--- config.mk ---
export PLATFORM = sky130hd
export DESIGN_NAME = dcglcd_rsp_q_flat
export DESIGN_NICKNAME = d
export VERILOG_FILES = /design/src/rtl/dcglcd_pkg.sv /design/src/rtl/dcglcd_out_if.sv /design/src/rtl/dcglcd_rsp_q.sv /design/src/flat_wrapper.sv
export SDC_FILE = /design/constraint.sdc
export NUM_CORES = 1
export LEC_CHECK = 0
export BUFFER_PORTS_ARGS = -buffer_cell sky130_fd_sc_hd__buf_2
export CORE_MARGIN = 4
export CORE_UTILIZATION = 35
export CTS_BUF_LIST = sky130_fd_sc_hd__clkbuf_2
export DETAILED_ROUTE_END_ITERATION = 8
export PLACE_DENSITY_LB_ADDON = 0.12
export SYNTH_ARGS = -nofsm -noshare
export SYNTH_HDL_FRONTEND = slang
export SYNTH_SLANG_ARGS = --single-unit
--- constraint.sdc ---
create_clock -name clk_i -period 3.2 [get_ports clk_i]
set_clock_uncertainty 0.1 [all_clocks]
set_input_delay 0.48 -clock clk_i [delete_from_list [all_inputs] [get_ports clk_i]]
set_output_delay 0.48 -clock clk_i [all_outputs]
set_load 0.01 [all_outputs]
--- src/rtl/dcglcd_pkg.sv ---
// dcglcd_pkg: shared types, command codes and defaults for the dual-chip
// graphic lcd controller; no dependencies
package dcglcd_pkg;

  localparam int unsigned PagesDef   = 8;
  localparam int unsigned ColumnsDef = 64;
  localparam int unsigned ChipsDef   = 2;

  localparam int unsigned PageW   = 3;
  localparam int unsigned ColW    = 6;
  localparam int unsigned ByteW   = 8;
  // widest display ram address of one chip (8 pages x 64 columns)
  localparam int unsigned RamAwMax = 9;

  typedef enum logic [1:0] {
    OP_CMD    = 2'd0,
    OP_WRITE  = 2'd1,
    OP_STATUS = 2'd2,
    OP_READ   = 2'd3
  } op_e;

  localparam logic [7:0] CMD_OFF       = 8'h3e;
  localparam logic [7:0] CMD_ON        = 8'h3f;
  localparam logic [7:0] CMD_COL       = 8'h40;
  localparam logic [7:0] CMD_COL_MASK  = 8'hc0;
  localparam logic [7:0] CMD_PAGE      = 8'hb8;
  localparam logic [7:0] CMD_PAGE_MASK = 8'hf8;
  localparam logic [7:0] CMD_START     = 8'hc0;
  localparam logic [7:0] STATUS_BUSY   = 8'h80;
  localparam logic [7:0] STATUS_OFF    = 8'h20;

  // ram clearing sweep after reset
  typedef struct packed {
    logic                active;
    logic [RamAwMax-1:0] addr;
  } clr_t;

  // one bus access as seen by a chip
  typedef struct packed {
    logic             sel;
    op_e              op;
    logic [ByteW-1:0] data;
  } acc_t;

endpackage

--- src/rtl/dcglcd_out_if.sv ---
// dcglcd_out_if: valid/ready channel carrying one read result
// depends on nothing
interface dcglcd_out_if;
  logic       valid;
  logic       ready;
  logic [7:0] read_byte;

  modport source (output valid, output read_byte, input ready);
  modport sink   (input valid, input read_byte, output ready);
endinterface

--- src/rtl/dcglcd_rsp_q.sv ---
// dcglcd_rsp_q: two-entry result queue between the chips and the output channel
// depends on dcglcd_pkg and dcglcd_out_if
module dcglcd_rsp_q (
  input  logic                         clk_i,
  input  logic                         rst_ni,
  input  logic                         push_i,
  input  logic [dcglcd_pkg::ByteW-1:0] data_i,
  output logic                         full_o,
  dcglcd_out_if.source                 rsp_o
);
  import dcglcd_pkg::*;

  logic [ByteW-1:0] buf_q [2];
  logic             wr_q, wr_d, rd_q, rd_d;
  logic [1:0]       cnt_q, cnt_d;
  logic             pop;

  assign pop           = rsp_o.valid && rsp_o.ready;
  assign rsp_o.valid   = (cnt_q != 2'd0);
  assign rsp_o.read_byte = buf_q[rd_q];
  assign full_o        = (cnt_q == 2'd2);

  always_comb begin
    wr_d  = push_i ? ~wr_q : wr_q;
    rd_d  = pop ? ~rd_q : rd_q;
    cnt_d = cnt_q + 2'(push_i) - 2'(pop);
  end

  always_ff @(posedge clk_i) begin
    if (push_i) begin
      buf_q[wr_q] <= data_i;
    end
  end

  always_ff @(posedge clk_i or negedge rst_ni) begin
    if (!rst_ni) begin
      wr_q  <= 1'b0;
      rd_q  <= 1'b0;
      cnt_q <= 2'd0;
    end else begin
      wr_q  <= wr_d;
      rd_q  <= rd_d;
      cnt_q <= cnt_d;
    end
  end

endmodule

--- src/flat_wrapper.sv ---
// flat-port wrapper written by rule: the top's interface ports become plain ports
module dcglcd_rsp_q_flat import dcglcd_pkg::*;
  (clk_i, rst_ni, push_i, data_i, full_o, rsp_o_valid, rsp_o_read_byte, rsp_o_ready);
  dcglcd_out_if rsp_o_i ();
  input  logic clk_i;
  input  logic rst_ni;
  input  logic push_i;
  input  logic [dcglcd_pkg::ByteW-1:0] data_i;
  output logic full_o;
  output wire logic [$bits(rsp_o_i.valid)-1:0] rsp_o_valid;
  output wire logic [$bits(rsp_o_i.read_byte)-1:0] rsp_o_read_byte;
  input wire logic [$bits(rsp_o_i.ready)-1:0] rsp_o_ready;
  assign rsp_o_valid = rsp_o_i.valid;
  assign rsp_o_read_byte = rsp_o_i.read_byte;
  assign rsp_o_i.ready = rsp_o_ready;
  dcglcd_rsp_q u_core (.clk_i(clk_i), .rst_ni(rst_ni), .push_i(push_i), .data_i(data_i), .full_o(full_o), .rsp_o(rsp_o_i));
endmodule
==> out/results.ini <==
[floorplan]
dieArea_sq_um = 3150
fp.coreArea_sq_um = 2210
dieWidth_um = 56.2
io_pins = 22
initial_core_util_pct = 36.7
rows = 17
die_y_um = 56.2

[clock_network]
cts_buffers = 3
cts-root-buf = clkbuf_2
htreeDepth = 1
cts_tree = built
clockBufferDepth = 2
clock_latency_ns = 0.28
clkTransAtPathRegs_ns = 0.18
cts.sinks = 20
cts_post_setup_buffers_inserted = 0

[global_route]
antenna_found_initial = 0
grt_usage_pct = 7.77
grt_pass1_wl_um = 1810
grt_overflow = 0
grt_max_degree = 12
first_global_vias = 404

[synth]
synth_adder_area_share_pct = 3.08
avgSynthCellArea_sq_um = 19.3
syn_inst = 42
ys_seq_elements = 20
synthesis.nets = 56
ys_seq_area_share_pct = 71.5
synth-xor-area-share_pct = 4.31
synth_compound_area_share_pct = 0.924
yosysUniqueCellTypes = 12
yosys_warnings = 0
muxShareOfSynthArea_pct = 14.8
synth-simple-area-share_pct = 3.08
synth_top_family_by_area = multiplexers
mappedNetlistArea_sq_um = 812

[timing]
rsz0062_at_grt = no
post-route-period-util_pct = 64.2
tightest_slew_ns = 0.681
setup_viol = 0
fin_ws_ns = 1.15
tns_ns = 0
min_period_ns = 2.05
maxSlewHeadroom_pct = 54.5
drv_slew = 0
hold_viol = 0
max_freq_mhz = 487

[route]
avgViaCountPerCell = 4.22
wire_per_inst_um = 11.9
final_antenna_net_count = 0
dr.pass1.iters = 2
routed_wl_um = 1130
via_count = 401
detail_route.iter0.violations = 9
drc = 0

[run]
timing.max_cap.violations = 0

[cells_and_area]
final_util_pct = 43.9
nFillCells = 217
drive_gt1_share_pct = 50.7
layout.nets = 82
ff_latch_area_sq_um = 581
diodes = 0
area_growth_pct = 19.6
final_cells = 95
multi_input_area_sq_um = 213
final_area_sq_um = 971

[placement]
place_ws_ns = 1.47
gp_congestion = 0.649
dpl-instance-area_sq_um = 941
dp_cells = 90
portBuffers = 21

[critical_path]
startpoint = u_core.rd_q
cp.required_ns = 2.62
rr_worst_depth = 6
worst-r2r-setup-slack_ns = 1.56
worstSetupPathType = register to primary output
r2r_end = u_core.cnt_q[1]
cp-endpoint = rsp_o_read_byte[2]
cp-start-kind = register
worstSetupEndpointType = primary output
cp_max_fo = 9
r2r-start = u_core.cnt_q[1]
cp.arrival_ns = 1.47

[power]
powerDensity_nw_per_um2 = 809
peakVddDrop_v = 0.000497
leakagePower_nw = 0.416

[min_path]
hold_path.class = input pin to register

[outcome]
outcome = complete, no violations

-- cell usage after synthesis --
cell	count	area share [%]
edfxtp_1	16	59
mux2_4	8	15
dfrtp_1	4	12
ha_1	2	3.1
inv_1	2	0.92
nor2b_1	2	1.5
xnor2_1	2	2.2
xor2_1	2	2.2
and2_1	1	0.77
buf_6	1	1.4
o21a_1	1	0.92
or2_2	1	0.77
-- placed cells by master (no fill, tap or decap) --
| cell type | Yosys | final |
|---|---|---|
| dfrtp_1 | 4 | 4 |
| or2_2 | 1 | 1 |
| dlygate4sd3_1 | 0 | 1 |
| xor2_1 | 2 | 2 |
| xnor2_1 | 2 | 2 |
| edfxtp_1 | 16 | 16 |
| ha_1 | 2 | 2 |
| nor2b_1 | 2 | 2 |
| inv_1 | 2 | 2 |
| clkbuf_2 | 0 | 4 |
| and2_1 | 1 | 1 |
| mux2_4 | 8 | 8 |
| buf_2 | 0 | 21 |
| o21a_1 | 1 | 1 |
-- report_power, final --
group	switching [mW]	internal, mW	total, mW	leakage, nW
combinational	0.111	0.160	0.272	0.203
sequential	0.0581	0.355	0.413	0.197
clock	0.0685	0.0331	0.102	0.0166
total	0.238	0.548	0.786	0.416
-- worst max-delay path: stages (launching register included) --
cell	delay, ns
dfrtp_1	0.71
mux2_4	0.35
buf_2	0.14
-- area by class of cell --
type | instances | area share (%)
Tap cell | 28 | 3.61
Clock buffer | 4 | 2.06
Timing Repair Buffer | 22 | 11.9
Sequential cell | 20 | 59.8
Multi-Input combinational cell | 19 | 21.9
Inverter | 2 | 0.773
-- timing repair --
action,4_1_cts,5_1_grt
resized for setup,0,0
hold buffers,1,0
hold endpoints to repair,4,0
-- per-stage QoR --
stage / hold slack (ns) / total power, mW
final: 0.253 / 0.786
after global routing: 0.201 / 0.837
after CTS: 0.226 / 0.801
after detailed placement: 0.192 / 0.697
after global placement: 0.195 / 0.693
after floorplan: 0.0844 / 0.619
-- registers in the layout (all words and copies together), names as in the netlist --
name and flops:
u_core.buf_q 16, u_core.wr_q 1, u_core.cnt_q 2, u_core.rd_q 1
-- how the worst min path moves through the flow --
stage | startpoint | endpoint | cells past startpoint
floorplan | rst_ni | u_core.cnt_q[0] | 0
global placement | rst_ni | u_core.cnt_q[1] | 1
detailed placement | rst_ni | u_core.cnt_q[1] | 1
CTS | data_i[6] | u_core.buf_q[1][6] | 1
global route | data_i[7] | u_core.buf_q[0][7] | 1
finish | data_i[6] | u_core.buf_q[1][6] | 1
-- kinds of logic (layout without fill, tap and decap cells) --
family	after synthesis	count (layout)
flip-flops	20	20
AND/OR/NAND/NOR	4	4
XOR/XNOR	4	4
buffers and inverters	3	28
AO/OA/AOI/OAI	1	1
adder cells (fa/ha/maj)	2	2
multiplexers	8	8
-- per-layer routing --
layer / up-vias / track usage (%) / routed length [um]
li1: 201 / - / -
met1: 190 / 8.54 / 463
met2: 10 / 11.9 / 597
met3: 0 / 4.41 / 66
met4: 0 / 4.07 / 0
met5: - / 0 / 0
No activity file was read; power rests on OpenSTA's default activity.
